<file path="src/hdl/crc16fr_ram.sv">
// ----------------------------------------------------------------------------
// crc16fr_ram
// Generic single-port-write, single-read RAM with registered read data.
// ----------------------------------------------------------------------------
module crc16fr_ram #(
    parameter int WIDTH = 8,
    parameter int DEPTH = 16
) (
    input  logic                     clk,
    input  logic                     we,
    input  logic [$clog2(DEPTH)-1:0] waddr,
    input  logic [WIDTH-1:0]         wdata,
    input  logic [$clog2(DEPTH)-1:0] raddr,
    output logic [WIDTH-1:0]         rdata
);
    logic [WIDTH-1:0] mem [DEPTH];

    always_ff @(posedge clk)
    begin
        if (we)
        begin
            mem[waddr] <= wdata;
        end
        rdata <= mem[raddr];
    end
endmodule

</file>
<file path="config.mk">
export PLATFORM = sky130hd
export DESIGN_NAME = crc16fr_ram
export DESIGN_NICKNAME = d
export VERILOG_FILES = /design/src/hdl/crc16fr_ram.sv
export SDC_FILE = /design/constraint.sdc
export NUM_CORES = 1
export LEC_CHECK = 0
export ABC_AREA = 1
export BUFFER_PORTS_ARGS = -buffer_cell sky130_fd_sc_hd__clkbuf_2
export CAP_MARGIN = 20
export CORE_MARGIN = 2
export CORE_UTILIZATION = 40
export CTS_CLUSTER_DIAMETER = 40
export CTS_CLUSTER_SIZE = 14
export DETAILED_ROUTE_END_ITERATION = 10
export SYNTH_ARGS = -nofsm -noshare
export SYNTH_HDL_FRONTEND = slang
export SYNTH_SLANG_ARGS = --single-unit
</file>
<file path="constraint.sdc">
create_clock -name clk -period 1.2 [get_ports clk]
set_input_delay 0.24 -clock clk [delete_from_list [all_inputs] [get_ports clk]]
set_output_delay 0.24 -clock clk [all_outputs]
set_load 0.005 [all_outputs]
</file>
==> results.txt, run 1 <==
Sw frac: 0.2113
Final Wtd Congestion: 0.8324
Clock latency on the worst-skew pair: 0.41 ns
WP data arrival: 0.89 ns
Clock sink count: 136
Fill count: 1,238
Port Buffer Count: 25
Sequential share of the synthesized area: 0.6943
CTS Root Buffer Type: clkbuf_16
Core ar.: 13,990 sq um
Combinational share of power: 0.062
Yosys cell types: 12
Storage element area: 4004 sq um
Critical path startpoint: rdata[6]
Routed Antenna Nets: 0
Most frequent cells in the layout: nand2_1 (173), edfxtp_1 (128), inv_1 (100)
Reg clk slew, reported paths: 0.05 ns
Largest net degree at the start of global routing: 26
GRT overflow: 0
Most common library cell in the layout ignoring fill and taps: nand2_1
Post-Synth Simple-Gate Area: 0.2105
Num CTS Buffers: 17
Via count: 3,736
Achievable Freq: 881.9 MHz
Minimum clock period: 1.134 ns
Power Density: 1627 nW/um^2
Crit-path cells: clkbuf_2
Wirelength, routed: 12,760 um
Effective utilization at floorplan: 0.4123
Leak Pwr: 2.983 nW
Critical path class: register to output pin
Fin util: 0.4889
Crit Path Max Fanout: 1
Sw Pwr: 2.351 mW
DRT Pass-1 Iters: 5
Max-cap viol count: 0
Ports: 26
Synth Instances: 551
VDD IR-drop max: 0.7416 mV
Multi-input logic area: 1214 sq um
Place WS: -0.1126 ns
Final Power: 11.13 mW
Outcome: finished, final reports clean
Vias in the first global route: 3,629
First-pass GRT wire length: 19,980 um
Final setup TNS: 0 ns
Post-synthesis adder-cell area fraction: 0
Pint: 8.776 mW
Pins Over Slew Limit: 0
Mean Syn Cell Area: 10.47 sq um
Area Growth Syn to Fin: 18.59%
R2r endpoint: rdata[1]
HPWL Detailed: 8324 um
Met3 usage in global routing: 0.04121
Post_cts resized: 0
Wire per inst: 16.05 um
CTS Hold Buffers Added: 0
Worst slew margin: 0.7176
Compound-cell area share of the yosys netlist: 0
Flop-to-flop setup slack: 0.16 ns
Crit path max-delay family: flip-flops
Flop pwr share: 0.480
Rows: 43
# H-tree levels: 4
Final Hold Fails: 0
Unrepaired setup endpoints after global routing: false
CP Capture Point: rdata[6]
Reg2Reg Launch Point: mem[3][1]
Worst path bufs/invs: 1
Initial antenna violation count: 0
Layout Skew: 0.004250 ns
Share of layout cells above drive strength 1: 0.1415
GR peak layer: met2
Largest family of logic cells by synthesized area: simple AND/OR/NAND/NOR gates
Clock Power Share: 0.458
Req. time, crit path: 0.96 ns
Ant diodes: 0
Setup ws final: 0.06611 ns
M1 GR Usage: 0.2459
Final #Nets: 621
Worst slew pin tran: 0.4235 ns
CTS tree: done
Clock buffer depth: 2
XOR/XNOR share of the synthesized area: 0
CP Depth: 1
Synth warnings: 0
Die X-Extent: 124.1 um
Critical Path Max Stage Delay: 0.35 ns
Setup violators final: 0
Final period util: 0.9449
DIE AREA: 15,390 sq um
Yosys reg bits: 136
HP Class: input pin to register
Reg2Reg Depth: 6
Post-CTS Setup Bufs: 0
Crit path max-delay cell type: dfxtp_1
Critical path capture point type: output pin
Post-Syn Nets: 569
Die H: 124.1 um
Gr usage total: 0.1810
DR vias/cell: 4.699
Iteration-0 DRC Markers: 366
Nature of the critical path startpoint: register
DRC viols: 0
Mux cell area share after synthesis: 0
Met2 GRT Util: 0.2910
Post-synth design cell area: 5767 sq um
final cells by class:
type / count / area share
clock buffer: 18 / 0.06275
multi-input combinational: 289 / 0.1775
sequential: 136 / 0.5854
tap: 180 / 0.03293
inverter: 102 / 0.05598
timing repair buffer: 57 / 0.06257
clock inverter: 13 / 0.02287
sequential cells by signal, summed over array words and instances (netlist names):
| register | count |
|---|---|
| rdata | 8 |
| mem | 128 |
per-stage QoR:
step           area [sq um]  hold WS (ns)  std cells
2_1_floorplan          5767        0.3389        551
4_1_cts                6839        0.2639        795
3_5_place_dp           6254        0.6123        764
3_3_place_gp           6254        0.6130        764
6_report               6839        0.2719        795
5_1_grt                6839        0.2961        795
power by group through the flow:
stage               sequential, mW  clock [mW]  combinational (mW)
floorplan                     5.44           0               0.375
global placement              5.44           0               0.683
detailed placement            5.45           0               0.689
CTS                           5.35        5.15               0.694
global route                  5.35        5.36               0.769
finish                        5.35        5.09               0.687
tightest hold or removal path: stages:
cell      delay [ns]
clkbuf_2        0.12
buf_4           0.16
nand3_1         0.08
nand2_1         0.05
routing by layer:
metal / up-vias / part of all wire / wire length, um
met5: - / 0 / 0
met4: 0 / 0.012 / 155
met3: 12 / 0.047 / 599
met2: 93 / 0.49 / 6195
met1: 1750 / 0.46 / 5809
li1: 1881 / - / -
kinds of logic (layout without fill, tap and decap cells):
group / after synthesis / after routing
buf+inv: 126 / 190
flops: 136 / 136
simple gates: 289 / 289
worst min path at each step:
| stage | from | to | slack [ns] | depth (start not counted) |
|---|---|---|---|---|
| floorplan | wdata[0] | mem[0][0] | 0.34 | 0 |
| global placement | rdata[3] | rdata[3] | 0.61 | 1 |
| detailed placement | rdata[2] | rdata[2] | 0.61 | 1 |
| CTS | raddr[3] | rdata[5] | 0.26 | 4 |
| global route | raddr[3] | rdata[5] | 0.30 | 4 |
| finish | raddr[3] | rdata[5] | 0.27 | 4 |
cells in the mapped netlist:
cell type,count,share of area
nand2_1,173,0.11
edfxtp_1,128,0.67
inv_1,100,0.065
nand3_1,97,0.084
nor2_1,17,0.011
buf_2,13,0.011
dfxtp_1,8,0.028
buf_6,6,0.012
buf_4,4,0.0052
inv_2,2,0.0013
nand3b_1,2,0.0026
buf_1,1,0.00065
No activity file was read; power rests on OpenSTA's default activity.
==> run 2, diff against run 1 <==
--- a/config.mk
+++ b/config.mk
@@ -8,11 +8,13 @@
 export ABC_AREA = 1
 export BUFFER_PORTS_ARGS = -buffer_cell sky130_fd_sc_hd__clkbuf_2
 export CAP_MARGIN = 20
+export CORE_ASPECT_RATIO = 0.8
 export CORE_MARGIN = 2
 export CORE_UTILIZATION = 40
 export CTS_CLUSTER_DIAMETER = 40
 export CTS_CLUSTER_SIZE = 14
 export DETAILED_ROUTE_END_ITERATION = 10
+export SKIP_LAST_GASP = 1
 export SYNTH_ARGS = -nofsm -noshare
 export SYNTH_HDL_FRONTEND = slang
 export SYNTH_SLANG_ARGS = --single-unit
==> results.txt, run 2 (same netlist as run 1, synthesis figures left out) <==
Ports: 26 (unchanged)
Worst slew margin: 0.7047 (-0.01299)
Critical path capture point type: output pin
Reg clk slew, reported paths: 0.06 ns (about the same)
Effective utilization at floorplan: 0.4061 (-0.006139)
Port Buffer Count: 25 (unchanged)
# H-tree levels: 4 (unchanged)
Via count: 3,884 (+4.0%)
Most common library cell in the layout ignoring fill and taps: nand2_1
Largest Register: mem
Core ar.: 14,200 sq um (+1.5%)
Critical Path Max Stage Delay: 0.36 ns (about the same)
Number of flip-flops in the largest register: 128 (unchanged)
Setup violators final: 0 (unchanged)
Wire per inst: 16.86 um (+5.1%)
WP data arrival: 0.92 ns (+0.03 ns)
Power Density: 1603 nW/um^2 (-1.5%)
Clock latency on the worst-skew pair: 0.42 ns (about the same)
Minimum clock period: 1.158 ns (+0.02424 ns)
Layout Skew: 0.004953 ns (+0.0007024 ns)
Worst path bufs/invs: 1 (unchanged)
Outcome: finished, final reports clean
Achievable Freq: 863.5 MHz (-2.1%)
Ant diodes: 0 (unchanged)
Crit Path Max Fanout: 1 (unchanged)
Req. time, crit path: 0.96 ns (about the same)
Vias in the first global route: 3,735 (+2.9%)
VDD IR-drop max: 1.031 mV (+39%)
GRT overflow: 0 (unchanged)
HP Class: input pin to register
Final period util: 0.9651 (+0.02020)
Biggest regs: mem: 128 flops, rdata: 8 flops
Wirelength, routed: 13,460 um (+5.4%)
Max-cap viol count: 0 (unchanged)
DR vias/cell: 4.867 (+3.6%)
Final #Nets: 619 (-0.32%)
Routed Antenna Nets: 0 (unchanged)
Num CTS Buffers: 17 (unchanged)
HPWL Detailed: 8672 um (+4.2%)
CTS Root Buffer Type: clkbuf_16
Final Wtd Congestion: 0.8762 (+5.3%)
Worst slew pin tran: 0.4430 ns (+0.01949 ns)
Fin util: 0.4781 (-0.01081)
Clock sink count: 136 (unchanged)
Rows: 39 (-9.3%)
Nature of the critical path startpoint: register
CTS Hold Buffers Added: 0 (unchanged)
Final Non-Filler Cells: 798 (+0.38%)
Crit-path cells: clkbuf_2
Most frequent cells in the layout: nand2_1 (173), edfxtp_1 (128), inv_1 (100)
DIE AREA: 15,400 sq um (about the same)
Unrepaired setup endpoints after global routing: false
Iteration-0 DRC Markers: 402 (+9.8%)
Post_cts resized: 1 (+1)
Final Hold Fails: 0 (unchanged)
First-pass GRT wire length: 21,070 um (+5.4%)
Initial antenna violation count: 0 (unchanged)
Leak Pwr: 2.953 nW (-1.0%)
Crit path max-delay family: flip-flops
Pins Over Slew Limit: 0 (unchanged)
Share of layout cells above drive strength 1: 0.1466 (+0.005116)
Min Hold Slack: 0.2720 ns (+0.00008100 ns)
Die H: 111.4 um (-10%)
Area Growth Syn to Fin: 17.73%
Crit path max-delay cell type: dfxtp_1
Post-CTS Setup Bufs: 0 (unchanged)
Clock buffer depth: 2 (unchanged)
CTS tree: done
DRT Pass-1 Iters: 6 (+1)
Cells after DPL: 766 (+0.26%)
Largest net degree at the start of global routing: 30 (+15%)
Critical path class: register to output pin
DRC viols: 0 (unchanged)
Die X-Extent: 138.2 um (+11%)
Gr usage total: 0.1829 (+0.001899)
[run 2: changes by cell type in the layout (fill, tap and decap cells not counted), moves of 2 or more]
cell        change
clkinvlp_4      +2
clkinv_1        -2
clkinv_2        +2
bufinv_16       -2
[run 2: metrics by stage]
stage | total power [mW] | setup WS [ns] | TNS [ns] | cell area, sq um
final | 10.88 | 0.04187 | 0 | 6789
after floorplan | 5.812 | 0.009155 | 0 | 5767
after detailed placement | 6.122 | -0.1452 | -0.7782 | 6231
after CTS | 10.93 | 0.03495 | 0 | 6789
after global routing | 11.22 | 0.004701 | 0 | 6789
after global placement | 6.112 | -0.1365 | -0.5180 | 6231
[run 2: final cells by class]
type                       instances  area, sq um
sequential                       136         4005
multi-input combinational        289         1214
fill                            1269         7411
timing repair buffer              55        400.4
clock buffer                      17        425.4
clock inverter                    15        131.4
tap                              184        230.2
inverter                         102        382.9
[run 2: per-layer routing]
metal | share of wire | up-vias | wire (um) | GRT usage
met5 | 0 | - | 0 | 0
met4 | 0.0080 | 0 | 108 | 0.05170
met3 | 0.069 | 11 | 927 | 0.05161
met2 | 0.43 | 143 | 5751 | 0.2578
met1 | 0.50 | 1858 | 6668 | 0.2773
li1 | - | 1872 | - | -
[run 2: where the power goes]
part	switching (mW)	internal (mW)
Clock	2.02	2.84
Combinational	0.450	0.221
Sequential	0.0394	5.31
[run 2: worst paths after layout]
| check | start | endpoint | slack (ns) | depth (start not counted) |
|---|---|---|---|---|
| worst min-delay path | wdata[2] | mem[6][2] | 0.27 | 1 |
| worst max-delay path | rdata[5] | rdata[5] | 0.04 | 1 |
| worst max register to register | mem[2][3] | rdata[3] | 0.20 | 6 |
| worst min register to register | mem[6][4] | rdata[4] | 0.68 | 6 |
==> run 3, diff against run 2 <==
--- a/config.mk
+++ b/config.mk
@@ -10,10 +10,11 @@
 export CAP_MARGIN = 20
 export CORE_ASPECT_RATIO = 0.8
 export CORE_MARGIN = 2
-export CORE_UTILIZATION = 40
+export CORE_UTILIZATION = 55
 export CTS_CLUSTER_DIAMETER = 40
 export CTS_CLUSTER_SIZE = 14
 export DETAILED_ROUTE_END_ITERATION = 10
+export PLACE_DENSITY = 0.75
 export SKIP_LAST_GASP = 1
 export SYNTH_ARGS = -nofsm -noshare
 export SYNTH_HDL_FRONTEND = slang
==> results.txt, run 3 (same netlist as run 1, synthesis figures left out) <==
DR vias/cell: 5.203 (+6.9%)
R2r endpoint: rdata[1]
Flop-to-flop setup slack: 0.20 ns (about the same)
Reg clk slew, reported paths: 0.05 ns (about the same)
Iteration-0 DRC Markers: 396 (-1.5%)
Clock latency on the worst-skew pair: 0.42 ns (about the same)
HPWL Detailed: 8022 um (-7.5%)
Die X-Extent: 118.5 um (-14%)
Crit Path Max Fanout: 1 (unchanged)
Critical path capture point type: output pin
Ports: 26 (unchanged)
Most common library cell in the layout ignoring fill and taps: nand2_1
Final setup TNS: 0 ns (unchanged)
Most frequent cells in the layout: nand2_1 (173), edfxtp_1 (128), inv_1 (100)
Reg2Reg Depth: 6 (unchanged)
Worst slew pin tran: 0.4542 ns (+0.01114 ns)
DIE AREA: 11,320 sq um (-26%)
Largest Register: mem
Final period util: 0.9475 (-0.01760)
Vias in the first global route: 3,735 (unchanged)
Critical path class: register to output pin
Wirelength, routed: 13,050 um (-3.0%)
Wire per inst: 17.35 um (+2.9%)
Power Density: 1671 nW/um^2 (+4.2%)
Met2 WL: 6070 um (+5.5%)
# H-tree levels: 4 (unchanged)
Die H: 95.59 um (-14%)
Sw frac: 0.2069 (-0.02359)
Crit path max-delay cell type: dfxtp_1
Minimum clock period: 1.137 ns (-0.02112 ns)
Req. time, crit path: 0.96 ns (about the same)
Final #Nets: 617 (-0.32%)
Nature of the critical path startpoint: register
WP data arrival: 0.90 ns (-0.02 ns)
Max-cap viol count: 0 (unchanged)
Ant diodes: 0 (unchanged)
Clock buffer depth: 2 (unchanged)
Initial antenna violation count: 0 (unchanged)
CTS Root Buffer Type: clkbuf_16
Setup ws final: 0.06299 ns (+0.02112 ns)
GRT overflow: 0 (unchanged)
Biggest regs: mem: 128 flops, rdata: 8 flops
Port Buffer Count: 25 (unchanged)
Gr usage total: 0.2544 (+0.07145)
Share of layout cells above drive strength 1: 0.1307 (-0.01586)
Cells after DPL: 720 (-6.0%)
Worst path bufs/invs: 1 (unchanged)
Area Growth Syn to Fin: 17.10%
Flop pwr share: 0.474 (-0.018)
Pins Over Slew Limit: 0 (unchanged)
Fill count: 810 (-36%)
Layout Skew: 0.005851 ns (+0.0008985 ns)
Final Hold Fails: 0 (unchanged)
Place WS: -0.09510 ns (+0.05012 ns)
Post-route cell area: 6753 sq um (-0.53%)
CTS tree: done
CTS Hold Buffers Added: 0 (unchanged)
Routed Antenna Nets: 0 (unchanged)
Combinational share of power: 0.060 (-0.002)
Outcome: finished, final reports clean
Post-CTS Setup Bufs: 0 (unchanged)
Critical Path Max Stage Delay: 0.36 ns (about the same)
Critical path startpoint: rdata[7]
Setup violators final: 0 (unchanged)
Via count: 3,913 (+0.75%)
Unrepaired setup endpoints after global routing: false
Core ar.: 10,240 sq um (-28%)
Crit path max-delay family: flip-flops
DRT met1 WL: 5841 um (-12%)
Cell count of the worst hold path: 4 (+3)
Pint: 8.949 mW (+6.8%)
Clock Power Share: 0.466 (+0.019)
Fin util: 0.6595 (+0.1814)
Metal3 WL: 891 um (-3.9%)
Final Wtd Congestion: 0.7904 (-9.8%)
Clock sink count: 136 (unchanged)
DRC viols: 0 (unchanged)
Rows: 33 (-15%)
Hold_sp: raddr[2]
Top routing layer used: met4
Sw Pwr: 2.334 mW (-6.9%)
Placed instance area: 6161 sq um (-1.1%)
Final Non-Filler Cells: 752 (-5.8%)
Achievable Freq: 879.5 MHz (+1.9%)
Leak Pwr: 2.974 nW (+0.72%)
Largest net degree at the start of global routing: 33 (+10%)
Reg2Reg Launch Point: mem[11][1]
Effective utilization at floorplan: 0.5632 (+0.1571)
Post_cts resized: 0 (-1)
VDD IR-drop max: 1.262 mV (+22%)
Crit-path cells: clkbuf_2
Number of flip-flops in the largest register: 128 (unchanged)
First-pass GRT wire length: 20,510 um (-2.6%)
DRT Pass-1 Iters: 5 (-1)
HP Class: input pin to register
Worst slew margin: 0.6972 (-0.007428)
Num CTS Buffers: 17 (unchanged)
WHS Endpoint: rdata[6]
==> run 3: worst max path at each step <==
| stage | endpoint | slack (ns) | cells past startpoint |
|---|---|---|---|
| global placement | rdata[5] | -0.08 | 7 |
| detailed placement | rdata[5] | -0.1 | 7 |
| global route | rdata[7] | 0.04 | 1 |
| finish | rdata[7] | 0.06 | 1 |
| CTS | rdata[7] | 0.06 | 1 |
| floorplan | mem[4][0] | 0.009 | 2 |
==> run 3: metal layers <==
layer / up-vias / global-route usage
met1: 1868 / 0.3532
met5: - / 0
met2: 153 / 0.3907
met4: 0 / 0.1091
li1: 1872 / -
met3: 20 / 0.05921
==> run 3: power by group through the flow <==
stage / combinational (mW) / clock, mW / sequential (mW)
global route: 0.754 / 5.52 / 5.35
detailed placement: 0.672 / 0 / 5.44
floorplan: 0.375 / 0 / 5.44
finish: 0.682 / 5.25 / 5.35
CTS: 0.680 / 5.30 / 5.35
global placement: 0.658 / 0 / 5.44
==> run 3: layout make-up <==
| cell class | count | area (sq um) | share of cell area |
|---|---|---|---|
| clock buffers | 19 | 432.9 | 0.06411 |
| multi-input cells | 289 | 1214 | 0.1797 |
| repair buffers | 53 | 385.4 | 0.05707 |
| inverters | 102 | 382.9 | 0.05670 |
| clock inverters | 13 | 158.9 | 0.02353 |
| flip-flops and latches | 136 | 4004 | 0.5929 |
| well taps | 140 | 175.2 | 0.02594 |
==> run 3: per-stage QoR <==
stage	hold WS (ns)	total power, mW
final	0.2106	11.28
after global routing	0.2007	11.63
after CTS	0.1903	11.33
after detailed placement	0.6116	6.114
after global placement	0.6107	6.096
after floorplan	0.3389	5.812
